==> src/rtl/mbrtu_pkg.sv <==
`default_nettype none
// ----------------------------------------------------------------------------
// mbrtu_pkg
// Types, function codes, fixed register addresses and CRC helper shared by
// the Modbus RTU register responder.
// ----------------------------------------------------------------------------
package mbrtu_pkg;

    // configuration register indexes
    localparam logic CFG_REPLY_ADDRESS = 1'b0;
    localparam logic CFG_REGISTER_BASE = 1'b1;

    // function codes
    localparam logic [7:0] FC_READ_HOLDING = 8'h03;
    localparam logic [7:0] FC_WRITE_SINGLE = 8'h06;
    localparam logic [7:0] FC_WRITE_MULTI  = 8'h10;

    // single write flag addresses
    localparam logic [15:0] ADDR_VALVE1   = 16'h0126;
    localparam logic [15:0] ADDR_VALVE2   = 16'h0127;
    localparam logic [15:0] ADDR_VALVE3   = 16'h0128;
    localparam logic [15:0] ADDR_VALVE4   = 16'h0129;
    localparam logic [15:0] ADDR_LINK     = 16'h012A;
    localparam logic [15:0] ADDR_AUTOTUNE = 16'h0149;

    // multiple write save addresses
    localparam logic [15:0] ADDR_SAVE_KP   = 16'h0102;
    localparam logic [15:0] ADDR_SAVE_KI   = 16'h0104;
    localparam logic [15:0] ADDR_SAVE_KD   = 16'h012B;
    localparam logic [15:0] ADDR_SAVE_TMAX = 16'h014A;
    localparam logic [15:0] ADDR_SAVE_TMIN = 16'h014C;

    localparam logic [2:0] SAVE_NONE = 3'd0;
    localparam logic [2:0] SAVE_KP   = 3'd1;
    localparam logic [2:0] SAVE_KI   = 3'd2;
    localparam logic [2:0] SAVE_KD   = 3'd3;
    localparam logic [2:0] SAVE_TMAX = 3'd4;
    localparam logic [2:0] SAVE_TMIN = 3'd5;

    localparam logic [15:0] CRC_INIT = 16'hFFFF;
    localparam logic [15:0] CRC_POLY = 16'hA001;

    localparam logic [7:0] REPLY_ADDRESS_RESET = 8'h01;
    localparam logic [15:0] REGISTER_BASE_RESET = 16'h0100;

    typedef enum logic [2:0] {
        ST_IDLE,
        ST_DECODE,
        ST_COPY_RD,
        ST_COPY_WR,
        ST_TX_RD,
        ST_TX_PUT
    } state_t;

    typedef enum logic [1:0] {
        KIND_READ,
        KIND_SINGLE,
        KIND_MULTI
    } kind_t;

    typedef struct packed {
        logic rx_en;
        logic decode;
        logic copy_rd;
        logic copy_wr;
        logic tx_rd;
        logic tx_put;
    } ctrl_cmd_t;

    typedef struct packed {
        logic is_read;
        logic is_single;
        logic is_multi;
        logic copy_empty;
        logic copy_last;
        logic out_free;
        logic tx_last;
    } ctrl_status_t;

    // CRC-16/MODBUS, one byte
    function automatic logic [15:0] crc16_add(input logic [15:0] crc, input logic [7:0] b);
        logic [15:0] c;
        c = crc ^ {8'h00, b};
        for (int i = 0; i < 8; i++) begin
            if (c[0]) begin
                c = (c >> 1) ^ CRC_POLY;
            end else begin
                c = c >> 1;
            end
        end
        return c;
    endfunction

endpackage
`default_nettype wire

==> src/rtl/modbus_rtu_slave_register_responder.sv <==
`default_nettype none
// ----------------------------------------------------------------------------
// modbus_rtu_slave_register_responder
// Modbus RTU slave answering reads and writes of a byte-wide register image.
// ----------------------------------------------------------------------------
// Received bytes (s_tuser low) are taken one per cycle and buffered with a
// running CRC-16/MODBUS; s_tlast marks the frame end. Local image writes
// (s_tuser high) are also taken one per cycle. After a frame end the input
// stalls: the frame is decoded, then for a multiple write each data byte is
// copied (frame buffer read, image write), then each response byte is sent
// (image read, output register load); the stall lasts longer while m_tready
// is low. Dropped frames hold the input only for the decode state. The
// response leaves through an output register that stays full until taken.
module modbus_rtu_slave_register_responder
    import mbrtu_pkg::*;
#(
    parameter int FRAME_BYTES   = 256,
    parameter int IMAGE_BYTES   = 256,
    parameter int MAX_READ_REGS = 29
) (
    input  wire logic        aclk,
    input  wire logic        aresetn,
    input  wire logic        s_tvalid,
    output logic             s_tready,
    input  wire logic [23:0] s_tdata,   // rx_byte, image_index, image_byte
    input  wire logic        s_tuser,   // command
    input  wire logic        s_tlast,   // frame_end
    output logic             m_tvalid,
    input  wire logic        m_tready,
    output logic [23:0]      m_tdata,   // tx_byte, valve_states, link_enable,
                                        // baseline_go, start_autotune,
                                        // control_go, save_request, zeros
    output logic             m_tlast,   // tx_last
    input  wire logic        cfg_we,
    input  wire logic        cfg_index,
    input  wire logic [15:0] cfg_data
);

    ctrl_cmd_t    cmd;
    ctrl_status_t status;

    mbrtu_ctrl u_ctrl (
        .aclk     (aclk),
        .aresetn  (aresetn),
        .s_tvalid (s_tvalid),
        .s_tuser  (s_tuser),
        .s_tlast  (s_tlast),
        .status   (status),
        .cmd      (cmd)
    );

    mbrtu_dp #(
        .FRAME_BYTES   (FRAME_BYTES),
        .IMAGE_BYTES   (IMAGE_BYTES),
        .MAX_READ_REGS (MAX_READ_REGS)
    ) u_dp (
        .aclk      (aclk),
        .aresetn   (aresetn),
        .cmd       (cmd),
        .status    (status),
        .s_tvalid  (s_tvalid),
        .s_tdata   (s_tdata),
        .s_tuser   (s_tuser),
        .cfg_we    (cfg_we),
        .cfg_index (cfg_index),
        .cfg_data  (cfg_data),
        .m_tvalid  (m_tvalid),
        .m_tready  (m_tready),
        .m_tdata   (m_tdata),
        .m_tlast   (m_tlast)
    );

    assign s_tready = cmd.rx_en;

endmodule
`default_nettype wire

==> src/rtl/mbrtu_ctrl.sv <==
`default_nettype none
// ----------------------------------------------------------------------------
// mbrtu_ctrl
// Sequencer: receive, decode, image copy for multiple writes, and response
// byte streaming.
// ----------------------------------------------------------------------------
module mbrtu_ctrl
    import mbrtu_pkg::*;
(
    input  wire logic         aclk,
    input  wire logic         aresetn,
    input  wire logic         s_tvalid,
    input  wire logic         s_tuser,
    input  wire logic         s_tlast,
    input  wire ctrl_status_t status,
    output ctrl_cmd_t         cmd
);

    state_t state_reg, state_next;

    always_ff @(posedge aclk) begin
        if (!aresetn) begin
            state_reg <= ST_IDLE;
        end else begin
            state_reg <= state_next;
        end
    end

    // next state
    always_comb begin
        state_next = state_reg;
        case (state_reg)
            ST_IDLE: begin
                if (s_tvalid && !s_tuser && s_tlast) state_next = ST_DECODE;
            end
            ST_DECODE: begin
                if (status.is_multi && !status.copy_empty) begin
                    state_next = ST_COPY_RD;
                end else if (status.is_read || status.is_single || status.is_multi) begin
                    state_next = ST_TX_RD;
                end else begin
                    state_next = ST_IDLE;
                end
            end
            ST_COPY_RD: state_next = ST_COPY_WR;
            ST_COPY_WR: begin
                state_next = status.copy_last ? ST_TX_RD : ST_COPY_RD;
            end
            ST_TX_RD:   state_next = ST_TX_PUT;
            ST_TX_PUT: begin
                if (status.out_free) state_next = status.tx_last ? ST_IDLE : ST_TX_RD;
            end
            default:    state_next = ST_IDLE;
        endcase
    end

    // commands
    always_comb begin
        cmd = '0;
        case (state_reg)
            ST_IDLE:    cmd.rx_en   = 1'b1;
            ST_DECODE:  cmd.decode  = 1'b1;
            ST_COPY_RD: cmd.copy_rd = 1'b1;
            ST_COPY_WR: cmd.copy_wr = 1'b1;
            ST_TX_RD:   cmd.tx_rd   = 1'b1;
            ST_TX_PUT:  cmd.tx_put  = status.out_free;
            default:    cmd = '0;
        endcase
    end

endmodule
`default_nettype wire

==> src/rtl/mbrtu_dp.sv <==
`default_nettype none
// ----------------------------------------------------------------------------
// mbrtu_dp
// Datapath: frame buffer, running CRC, header capture, frame checks, register
// image, control flags and the response output register.
// ----------------------------------------------------------------------------
module mbrtu_dp
    import mbrtu_pkg::*;
#(
    parameter int FRAME_BYTES   = 256,
    parameter int IMAGE_BYTES   = 256,
    parameter int MAX_READ_REGS = 29
) (
    input  wire logic         aclk,
    input  wire logic         aresetn,
    input  wire ctrl_cmd_t    cmd,
    output ctrl_status_t      status,
    input  wire logic         s_tvalid,
    input  wire logic [23:0]  s_tdata,
    input  wire logic         s_tuser,
    input  wire logic         cfg_we,
    input  wire logic         cfg_index,
    input  wire logic [15:0]  cfg_data,
    output logic              m_tvalid,
    input  wire logic         m_tready,
    output logic [23:0]       m_tdata,
    output logic              m_tlast
);

    localparam int FA = $clog2(FRAME_BYTES);
    localparam int CW = $clog2(FRAME_BYTES + 2);
    localparam int IA = $clog2(IMAGE_BYTES);
    localparam logic [17:0] IMAGE_LIM = 18'(IMAGE_BYTES);
    localparam logic [15:0] QTY_MAX   = 16'(MAX_READ_REGS);
    localparam logic [8:0]  IMAGE_CNT = 9'(IMAGE_BYTES);

    // input fields
    logic [7:0] rx_byte, image_index, image_byte;
    assign rx_byte     = s_tdata[7:0];
    assign image_index = s_tdata[15:8];
    assign image_byte  = s_tdata[23:16];

    logic rx_take, loc_take;
    assign rx_take  = cmd.rx_en && s_tvalid && !s_tuser;
    assign loc_take = cmd.rx_en && s_tvalid && s_tuser && ({1'b0, image_index} < IMAGE_CNT);

    // configuration
    logic [7:0]  reply_reg;
    logic [15:0] base_reg;
    always_ff @(posedge aclk) begin
        if (!aresetn) begin
            reply_reg <= REPLY_ADDRESS_RESET;
            base_reg  <= REGISTER_BASE_RESET;
        end else if (cfg_we) begin
            if (cfg_index == CFG_REPLY_ADDRESS) reply_reg <= cfg_data[7:0];
            if (cfg_index == CFG_REGISTER_BASE) base_reg  <= cfg_data;
        end
    end

    // receive: count, crc, header bytes
    logic [CW-1:0] count_reg;
    logic [15:0]   crc_reg;
    logic [7:0]    fc_reg, addr_hi_reg, addr_lo_reg, qty_hi_reg, qty_lo_reg, bc_reg;
    logic          room;
    assign room = count_reg < CW'(FRAME_BYTES);

    always_ff @(posedge aclk) begin
        if (!aresetn) begin
            count_reg <= '0;
            crc_reg   <= CRC_INIT;
        end else if (cmd.decode) begin
            count_reg <= '0;
            crc_reg   <= CRC_INIT;
        end else if (rx_take) begin
            count_reg <= room ? count_reg + CW'(1) : CW'(FRAME_BYTES + 1);
            crc_reg   <= crc16_add(crc_reg, rx_byte);
        end
    end

    always_ff @(posedge aclk) begin
        if (rx_take) begin
            if (count_reg == CW'(1)) fc_reg      <= rx_byte;
            if (count_reg == CW'(2)) addr_hi_reg <= rx_byte;
            if (count_reg == CW'(3)) addr_lo_reg <= rx_byte;
            if (count_reg == CW'(4)) qty_hi_reg  <= rx_byte;
            if (count_reg == CW'(5)) qty_lo_reg  <= rx_byte;
            if (count_reg == CW'(6)) bc_reg      <= rx_byte;
        end
    end

    // frame buffer
    logic [7:0]    fb_mem [FRAME_BYTES];
    logic [7:0]    fb_rdata_reg;
    logic [7:0]    copy_i_reg;
    logic [FA-1:0] fb_raddr;
    assign fb_raddr = FA'(8'd7 + copy_i_reg);

    always_ff @(posedge aclk) begin
        if (rx_take && room) fb_mem[count_reg[FA-1:0]] <= rx_byte;
        if (cmd.copy_rd) fb_rdata_reg <= fb_mem[fb_raddr];
    end

    // frame checks
    logic [15:0] addr, qty;
    logic [15:0] diff;
    logic [17:0] off, rd_end, wr_end;
    logic        above, frame_ok, len8, len_multi;
    assign addr      = {addr_hi_reg, addr_lo_reg};
    assign qty       = {qty_hi_reg, qty_lo_reg};
    assign above     = addr >= base_reg;
    assign diff      = addr - base_reg;
    assign off       = {1'b0, diff, 1'b0};
    assign rd_end    = off + {1'b0, qty, 1'b0};
    assign wr_end    = off + {10'd0, bc_reg};
    assign frame_ok  = (count_reg >= CW'(4)) && (count_reg <= CW'(FRAME_BYTES)) &&
                       (crc_reg == 16'h0000);
    assign len8      = count_reg == CW'(8);
    assign len_multi = 10'(count_reg) == (10'd9 + {2'b00, bc_reg});

    assign status.is_read   = frame_ok && (fc_reg == FC_READ_HOLDING) && len8 &&
                              (qty != 16'd0) && (qty <= QTY_MAX) && above &&
                              (rd_end <= IMAGE_LIM);
    assign status.is_single = frame_ok && (fc_reg == FC_WRITE_SINGLE) && len8;
    assign status.is_multi  = frame_ok && (fc_reg == FC_WRITE_MULTI) && len_multi &&
                              above && (wr_end <= IMAGE_LIM);
    assign status.copy_empty = bc_reg == 8'd0;
    assign status.copy_last  = (copy_i_reg + 8'd1) == bc_reg;

    // save code for the multiple write address
    logic [2:0] save_code;
    always_comb begin
        case (addr)
            ADDR_SAVE_KP:   save_code = SAVE_KP;
            ADDR_SAVE_KI:   save_code = SAVE_KI;
            ADDR_SAVE_KD:   save_code = SAVE_KD;
            ADDR_SAVE_TMAX: save_code = SAVE_TMAX;
            ADDR_SAVE_TMIN: save_code = SAVE_TMIN;
            default:        save_code = SAVE_NONE;
        endcase
    end

    // flag update for a single write
    logic [7:0] flags_reg, flags_new;
    logic       on;
    assign on = qty_lo_reg == 8'h01;
    always_comb begin
        flags_new = flags_reg;
        case (addr)
            ADDR_VALVE1: flags_new[0] = on;
            ADDR_VALVE2: begin
                flags_new[1] = on;
                flags_new[5] = on;
            end
            ADDR_VALVE3: begin
                flags_new[2] = on;
                flags_new[6] = on;
            end
            ADDR_VALVE4: begin
                flags_new[3] = on;
                flags_new[7] = on;
            end
            ADDR_LINK:   flags_new[4] = on;
            ADDR_AUTOTUNE: begin
                flags_new[6] = on;
                if (on) flags_new[7] = 1'b0;
            end
            default:     flags_new = flags_reg;
        endcase
    end

    // response setup at decode
    kind_t        kind_reg;
    logic [IA-1:0] off_reg;
    logic [6:0]   data_len_reg;
    logic [7:0]   len_byte_reg;
    logic [2:0]   save_reg;
    logic [6:0]   tx_idx_reg;
    logic [15:0]  tx_crc_reg;

    always_ff @(posedge aclk) begin
        if (!aresetn) begin
            flags_reg <= '0;
        end else if (cmd.decode && status.is_single) begin
            flags_reg <= flags_new;
        end
    end

    always_ff @(posedge aclk) begin
        if (cmd.decode) begin
            kind_reg     <= status.is_read ? KIND_READ :
                            (status.is_single ? KIND_SINGLE : KIND_MULTI);
            off_reg      <= off[IA-1:0];
            data_len_reg <= status.is_read ? (7'd3 + {qty[5:0], 1'b0}) : 7'd6;
            len_byte_reg <= {1'b0, qty[5:0], 1'b0};
            save_reg     <= status.is_multi ? save_code : SAVE_NONE;
        end
    end

    // copy counter
    always_ff @(posedge aclk) begin
        if (cmd.decode) begin
            copy_i_reg <= '0;
        end else if (cmd.copy_wr) begin
            copy_i_reg <= copy_i_reg + 8'd1;
        end
    end

    // register image with per-entry valid bits (reset reads as zero)
    logic [7:0]           image_mem [IMAGE_BYTES];
    logic [IMAGE_BYTES-1:0] image_vld_reg;
    logic [7:0]           img_rdata_reg;
    logic                 img_rvld_reg;
    logic                 img_we;
    logic [IA-1:0]        img_waddr, img_raddr;
    logic [7:0]           img_wdata;
    logic [6:0]           rd_rel;

    assign img_we    = loc_take || cmd.copy_wr;
    assign img_waddr = cmd.copy_wr ? off_reg + copy_i_reg[IA-1:0] : image_index[IA-1:0];
    assign img_wdata = cmd.copy_wr ? fb_rdata_reg : image_byte;
    assign rd_rel    = tx_idx_reg - 7'd3;
    assign img_raddr = off_reg + IA'(rd_rel);

    always_ff @(posedge aclk) begin
        if (img_we) image_mem[img_waddr] <= img_wdata;
        if (cmd.tx_rd) img_rdata_reg <= image_mem[img_raddr];
    end

    always_ff @(posedge aclk) begin
        if (!aresetn) begin
            image_vld_reg <= '0;
            img_rvld_reg  <= 1'b0;
        end else begin
            if (img_we) image_vld_reg[img_waddr] <= 1'b1;
            if (cmd.tx_rd) img_rvld_reg <= image_vld_reg[img_raddr];
        end
    end

    // response byte select
    logic [7:0] tx_byte;
    logic       in_data;
    assign in_data       = tx_idx_reg < data_len_reg;
    assign status.tx_last = tx_idx_reg == (data_len_reg + 7'd1);

    always_comb begin
        tx_byte = reply_reg;
        if (in_data) begin
            if (tx_idx_reg == 7'd0) begin
                tx_byte = reply_reg;
            end else if (kind_reg == KIND_READ) begin
                case (tx_idx_reg)
                    7'd1:    tx_byte = FC_READ_HOLDING;
                    7'd2:    tx_byte = len_byte_reg;
                    default: tx_byte = img_rvld_reg ? img_rdata_reg : 8'h00;
                endcase
            end else begin
                case (tx_idx_reg)
                    7'd1:    tx_byte = fc_reg;
                    7'd2:    tx_byte = addr_hi_reg;
                    7'd3:    tx_byte = addr_lo_reg;
                    7'd4:    tx_byte = qty_hi_reg;
                    default: tx_byte = qty_lo_reg;
                endcase
            end
        end else if (tx_idx_reg == data_len_reg) begin
            tx_byte = tx_crc_reg[7:0];
        end else begin
            tx_byte = tx_crc_reg[15:8];
        end
    end

    always_ff @(posedge aclk) begin
        if (cmd.decode) begin
            tx_idx_reg <= '0;
            tx_crc_reg <= CRC_INIT;
        end else if (cmd.tx_put) begin
            tx_idx_reg <= tx_idx_reg + 7'd1;
            if (in_data) tx_crc_reg <= crc16_add(tx_crc_reg, tx_byte);
        end
    end

    // output register
    logic        m_tvalid_reg;
    logic [23:0] m_tdata_reg;
    logic        m_tlast_reg;
    assign status.out_free = !m_tvalid_reg || m_tready;

    always_ff @(posedge aclk) begin
        if (!aresetn) begin
            m_tvalid_reg <= 1'b0;
        end else if (cmd.tx_put) begin
            m_tvalid_reg <= 1'b1;
        end else if (m_tready) begin
            m_tvalid_reg <= 1'b0;
        end
    end

    always_ff @(posedge aclk) begin
        if (cmd.tx_put) begin
            m_tdata_reg <= {5'd0, save_reg, flags_reg, tx_byte};
            m_tlast_reg <= status.tx_last;
        end
    end

    assign m_tvalid = m_tvalid_reg;
    assign m_tdata  = m_tdata_reg;
    assign m_tlast  = m_tlast_reg;

endmodule
`default_nettype wire

==> config.mk <==
export PLATFORM = sky130hd
export DESIGN_NAME = modbus_rtu_slave_register_responder
export DESIGN_NICKNAME = d
export VERILOG_FILES = /design/src/rtl/mbrtu_pkg.sv /design/src/rtl/modbus_rtu_slave_register_responder.sv /design/src/rtl/mbrtu_ctrl.sv /design/src/rtl/mbrtu_dp.sv
export SDC_FILE = /design/constraint.sdc
export NUM_CORES = 2
export LEC_CHECK = 0
export BUFFER_PORTS_ARGS = -buffer_cell sky130_fd_sc_hd__buf_2
export CAP_MARGIN = 20
export CORE_MARGIN = 3
export CORE_UTILIZATION = 63
export CTS_CLUSTER_DIAMETER = 40
export DETAILED_ROUTE_END_ITERATION = 16
export PLACE_DENSITY = 0.79
export SKIP_LAST_GASP = 1
export SLEW_MARGIN = 20
export SYNTH_ARGS = -nofsm -noshare
export SYNTH_HDL_FRONTEND = slang
export SYNTH_HIERARCHICAL = 1
export SYNTH_SLANG_ARGS = --single-unit
==> constraint.sdc <==
create_clock -name aclk -period 7 [get_ports aclk]
set_input_delay 0 -clock aclk [delete_from_list [all_inputs] [get_ports aclk]]
set_output_delay 0 -clock aclk [all_outputs]
set_load 0.02 [all_outputs]
Word level (Yosys, flattened, before mapping)

Memories as Yosys holds them, arrays and structs flattened. A register that Yosys moved wholly into a read port is not among the register bits.
Cells that the tools add are included.

Add/sub/neg operators: 13
Magnitude comparators: 11
Equal/unequal tests: 38
Mux-type cells: 95
Bitwise logic cells: 21
Reduce and logical (&&, ||, !) cells: 57

Operators with widths:

| cell                                                             | count |
|---|---|
| two-way mux 16 bit                                               | 58 |
| bitwise OR 256 bit                                               | 1 |
| equality test 16 x 9 -> 1 bit (second input constant)            | 11 |
| two-way mux 8 bit                                                | 7 |
| NOT 2 -> 3 bit                                                   | 16 |
| less-or-equal comparator 18 x 9 -> 1 bit (second input constant) | 2 |
| one-hot mux 8 bit (4 select lines)                               | 1 |
| AND reduction 2 bit                                              | 16 |
| bitwise XOR 16 x 8 -> 16 bit                                     | 2 |
| equality test 9 x 3 -> 1 bit (second input constant)             | 3 |
| logical AND 1 bit                                                | 23 |
| adder 17 x 17 -> 18 bit                                          | 1 |
| adder 17 x 8 -> 18 bit                                           | 1 |
| equality test 9 x 2 -> 1 bit (second input constant)             | 2 |
| less-than comparator 8 x 9 -> 1 bit (second input constant)      | 2 |
| two-way mux 3 bit                                                | 6 |
| one-hot mux 3 bit (6 select lines)                               | 1 |
| >= comparator 16 bit                                             | 1 |
| less-or-equal comparator 16 x 5 -> 1 bit (second input constant) | 1 |
| zero test 16 bit                                                 | 1 |
| one-hot mux 8 bit (2 select lines)                               | 1 |
| nonzero test 16 bit                                              | 1 |
| subtractor 16 bit                                                | 1 |
| two-way mux 1 bit                                                | 15 |
| other kinds (46)                                                 | 61 |

Bits in registers: 441
RAM bits: 4096
Bits of input ports: 48
Output and inout port bits: 27
Logic and storage cells: 268
Memories: 2

Memory list:

| name           | depth | width | read ports | clocked after Yosys merged registers in | write ports | RTL line        | text |
|---|---|---|---|---|---|---|---|
| u_dp.fb_mem    | 256   | 8     | 1          | 1                                       | 1           | mbrtu_dp.sv:92  | `logic [7:0] fb_mem [FRAME_BYTES];` |
| u_dp.image_mem | 256   | 8     | 1          | 1                                       | 1           | mbrtu_dp.sv:209 | `logic [7:0] image_mem [IMAGE_BYTES];` |

Logic depth before layout (Yosys ltp)

Depth in word-level cells: 43
Gate-level depth with buffers: 24
Mapped depth without buffers: 24

Hierarchy

Netlist, hierarchy kept.

Modules (own cells, without submodules):

| module     | times used | cells an instance | area an instance (µm²) | seq. area each (µm²) |
|---|---|---|---|---|
| mbrtu_dp   | 1          | 8489              | 178668.9               | 132907.5 |
| mbrtu_ctrl | 1          | 31                | 235.2                  | 60.1 |

Least setup slack after synthesis

No wires, ideal clock.

Path kind: reg-to-reg
From: register u_dp.tx_idx_reg[0]
To: register u_dp.img_rdata_reg[0] (read register of u_dp.image_mem), data pin
Setup time: 0.270 ns
Data arrival time: 5.137 ns
Data required time: 6.730 ns
Slack: 1.593 ns
Cell stages (with the launch flop): 21
Path buffers: 10
Clock period less this slack: 5.407 ns
Cell sequence: dfxtp_1 -> buf_2 -> buf_4 -> buf_4 -> buf_2 -> clkbuf_1 -> inv_1 -> ha_1 -> ha_1 -> inv_1 -> fa_1 -> buf_2 -> buf_2 -> buf_2 -> buf_1 -> clkbuf_1 -> mux4_2 -> a211oi_1 -> a31oi_1 -> a211oi_1 -> a21oi_1

Word-level cells in the longest chain between the ends: 2

Ends and longest elaborated chain:

| item                      | RTL line        | text |
|---|---|---|
| start, declared           | mbrtu_dp.sv:177 | `logic [6:0] tx_idx_reg;` |
| start signal, assigned    | mbrtu_dp.sv:277 | `tx_idx_reg <= tx_idx_reg + 7'd1;` |
| subtractor 7 x 2 -> 7 bit | mbrtu_dp.sv:221 | `assign rd_rel = tx_idx_reg - 7'd3;` |
| adder 8 x 7 -> 8 bit      | mbrtu_dp.sv:222 | `assign img_raddr = off_reg + IA'(rd_rel);` |
| via u_dp.img_raddr[0]     | mbrtu_dp.sv:214 | `logic [IA-1:0] img_waddr, img_raddr;` |
| end, declared             | mbrtu_dp.sv:211 | `logic [7:0] img_rdata_reg;` |

The timed path passes the listed nets, and every way through them passes these cells.
A chain may end at the register's enable or synchronous reset.

==> flow_summary.ini <==
[status]
status = finished clean

[synth]
ys_seq_elements = 4544
synth_edf_count = 4196
netlist_area_um2 = 179000
synth_area_leader_cell = edfxtp_1
ys_warn_count = 6
synthTopCellsByArea = edfxtp_1 (70%), mux4_2 (18%), dfxtp_1 (3.9%)
synthCells = 8520
ys_types = 92
synth_top_area_frac = 0.704
synthArstFlopShare = 0
synth.avg_cell_area_um2 = 21.0
synthFlopType = edfxtp_1
synth_seq_area_share = 0.743

[detailed_routing]
drtAntennaViolNets = 0
drc = 0
wl_um = 483000
wl_per_cell_um = 37.2
dr.pass1.iters = 8
drt-vias-per-instance = 7.19
vias = 93343
drt_iter0_markers = 14783

[placed_design]
placed_area_um2 = 184000
place_ws_ns = 1.30
io_buffers = 69
place_congestion = 0.895
place_inst = 11965
hpwl_um = 252000

[timing]
rsz0062_at_grt = false
finalSetupTns_ns = 0
relSlewSlack = 0.165
max_clock_freq_mhz = 171
period_share = 0.837
hold_viol_final = 0
setup_ws_ns = 1.14
setup_viol_count_final = 0
tightestPinTransition_ns = 1.25
fin_skew_ns = 0.0746
hold_slack_ns = 0.0779
drv_slew = 0
min_period_ns = 5.86

[clocking]
clock_path_buffers = 4
cts-hold-fix-buffers = 93
path_clk_slew_ns = 0.07
numCtsBuffers = 479
cts_setup_buffers = 0
htree_levels = 5
insertion_delay_ns = 1.01
cts_tree = yes
cts_resized = 0
cts.sinks = 4544
cts_root_buffer = clkbuf_16

[final_layout]
fin_cells = 12991
nets = 8930
area_growth_pct = 12.5
design_area_um2 = 201000
multiInputGateArea_um2 = 44000
final_util = 0.713
drive_gt1_frac = 0.270
seqCellArea_um2 = 133000
final_common_cell = edfxtp_1
largest_reg_flops = 2048
num-fill-cells = 14664
layout_common_cells = edfxtp_1 (4196), mux4_2 (1409), nor2_1 (611), clkbuf_16 (489), dfxtp_1 (346)

[floorplan]
die_x_um = 539
io_pins = 75
start_util = 0.634
die_area_um2 = 290000
die_h_um = 539
num_rows = 195
core-area_um2 = 282000

[setup_path]
crit_type = register to register
startpoint_type = register
arrival_ns = 6.75
cp.required_ns = 7.89
endpoint_kind = register
path_max_fanout = 9

[global_route]
grt_max_degree = 209
grt_pass1_vias = 94871
gr-total-overflow = 0
grt_antenna_before_repair = 30
grt_pass1_wl_um = 699000
grt_usage = 0.335

[pwr]
power_density_nw_per_um2 = 284
ir_worst_vdd_uv = 352
total_power_mw = 57.2
leakage_nw = 62.0

[job]
drv_cap = 0

[hold_path]
hold_path.class = input pin to register
==> synthesized netlist by cell type (all sizes together) (10+ instances only) <==
| cell | instances |
|---|---|
| a21o | 18 |
| nor3b | 12 |
| edfxtp | 4196 |
| and3 | 13 |
| o21a | 260 |
| o21bai | 12 |
| mux2i | 30 |
| a31oi | 20 |
| nor2b | 30 |
| a311oi | 12 |
| clkbuf | 317 |
| a21boi | 30 |
| nor3 | 35 |
| o21ai | 54 |
| ha | 74 |
| xnor2 | 77 |
| mux2 | 18 |
| nand2b | 10 |
| nor2 | 612 |
| mux4 | 1409 |
| o211ai | 22 |
| nand2 | 258 |
| dfxtp | 348 |
| inv | 60 |
| nand4 | 19 |
| a211oi | 36 |
| a21oi | 81 |
| buf | 187 |
| a22oi | 15 |
| and2 | 29 |
| nand3 | 70 |
| nor4 | 19 |
| xor2 | 49 |
==> kinds of logic (layout without fill, tap and decap cells) <==
| logic type | after synthesis | after routing | synth area share |
|---|---|---|---|
| AND/OR/NAND/NOR | 1140 | 1140 | 0.0275 |
| multiplexers | 1457 | 1457 | 0.180 |
| flip-flops | 4544 | 4544 | 0.743 |
| AO/OA/AOI/OAI | 608 | 608 | 0.0242 |
| buffers and inverters | 565 | 1271 | 0.0128 |
| adder cells (fa/ha/maj) | 79 | 79 | 0.00573 |
| XOR/XNOR | 126 | 126 | 0.00634 |
| other | 1 | 23 | 0.0000210 |
==> area by class of cell <==
type                       count  share of cell area
inverter                      61             0.00114
multi-input combinational   3415               0.219
sequential                  4544               0.661
antenna                       18            0.000224
tap                         3743              0.0233
clock inverter               335              0.0178
clock buffer                 573              0.0634
timing repair buffer         302              0.0147
==> final timing paths <==
kind | startpoint | end | slack, ns | cells after the start
setup / recovery | u_dp/addr_lo_reg[0]$_DFFE_PP_ | u_ctrl/state_reg[2]$_SDFFE_PN0P_ | 1.14 | 24
hold / removal | s_tdata[17] | u_dp/image_mem[186][1]$_DFFE_PP_ | 0.08 | 2
setup reg to reg | u_dp/addr_lo_reg[0]$_DFFE_PP_ | u_ctrl/state_reg[2]$_SDFFE_PN0P_ | 1.14 | 24
hold reg to reg | u_dp/flags_reg[4]$_SDFFE_PN0P_ | u_dp/m_tdata[12]$_DFFE_PP_ | 0.45 | 0
==> routing by layer <==
layer	track usage	wire length (um)
met4	0.191	34200
met2	0.543	240000
met3	0.0651	51800
met5	0	276
met1	0.433	158000
==> where the power goes <==
| part | leakage (nW) | total [mW] | internal, mW | switching (mW) |
|---|---|---|---|---|
| clock | 7.91 | 26.4 | 15.0 | 11.4 |
| combinational | 13.5 | 1.17 | 0.297 | 0.876 |
| sequential | 40.5 | 29.7 | 29.6 | 0.0221 |
| total | 62.0 | 57.2 | 45.0 | 12.3 |
==> worst max-delay path, stage by stage, from the launching register on <==
cell       delay, ns
edfxtp_1        0.49
inv_1           0.18
ha_1            0.21
inv_1           0.06
fa_1            0.40
a21o_1          0.21
a21oi_2         0.17
o21ai_1         0.08
a21oi_1         0.28
o21ai_1         0.19
a2111oi_1       0.48
o21bai_1        0.14
a21oi_1         0.24
xnor2_1         0.12
ha_1            0.19
a2111oi_0       0.42
nand4_1         0.14
a2111oi_0       0.40
nand2_1         0.10
a211o_1         0.28
a2111oi_2       0.31
buf_4           0.23
nor3_1          0.05
o31a_1          0.29
o21ai_1         0.14
Note: power is estimated with default switching activity, not from simulation.
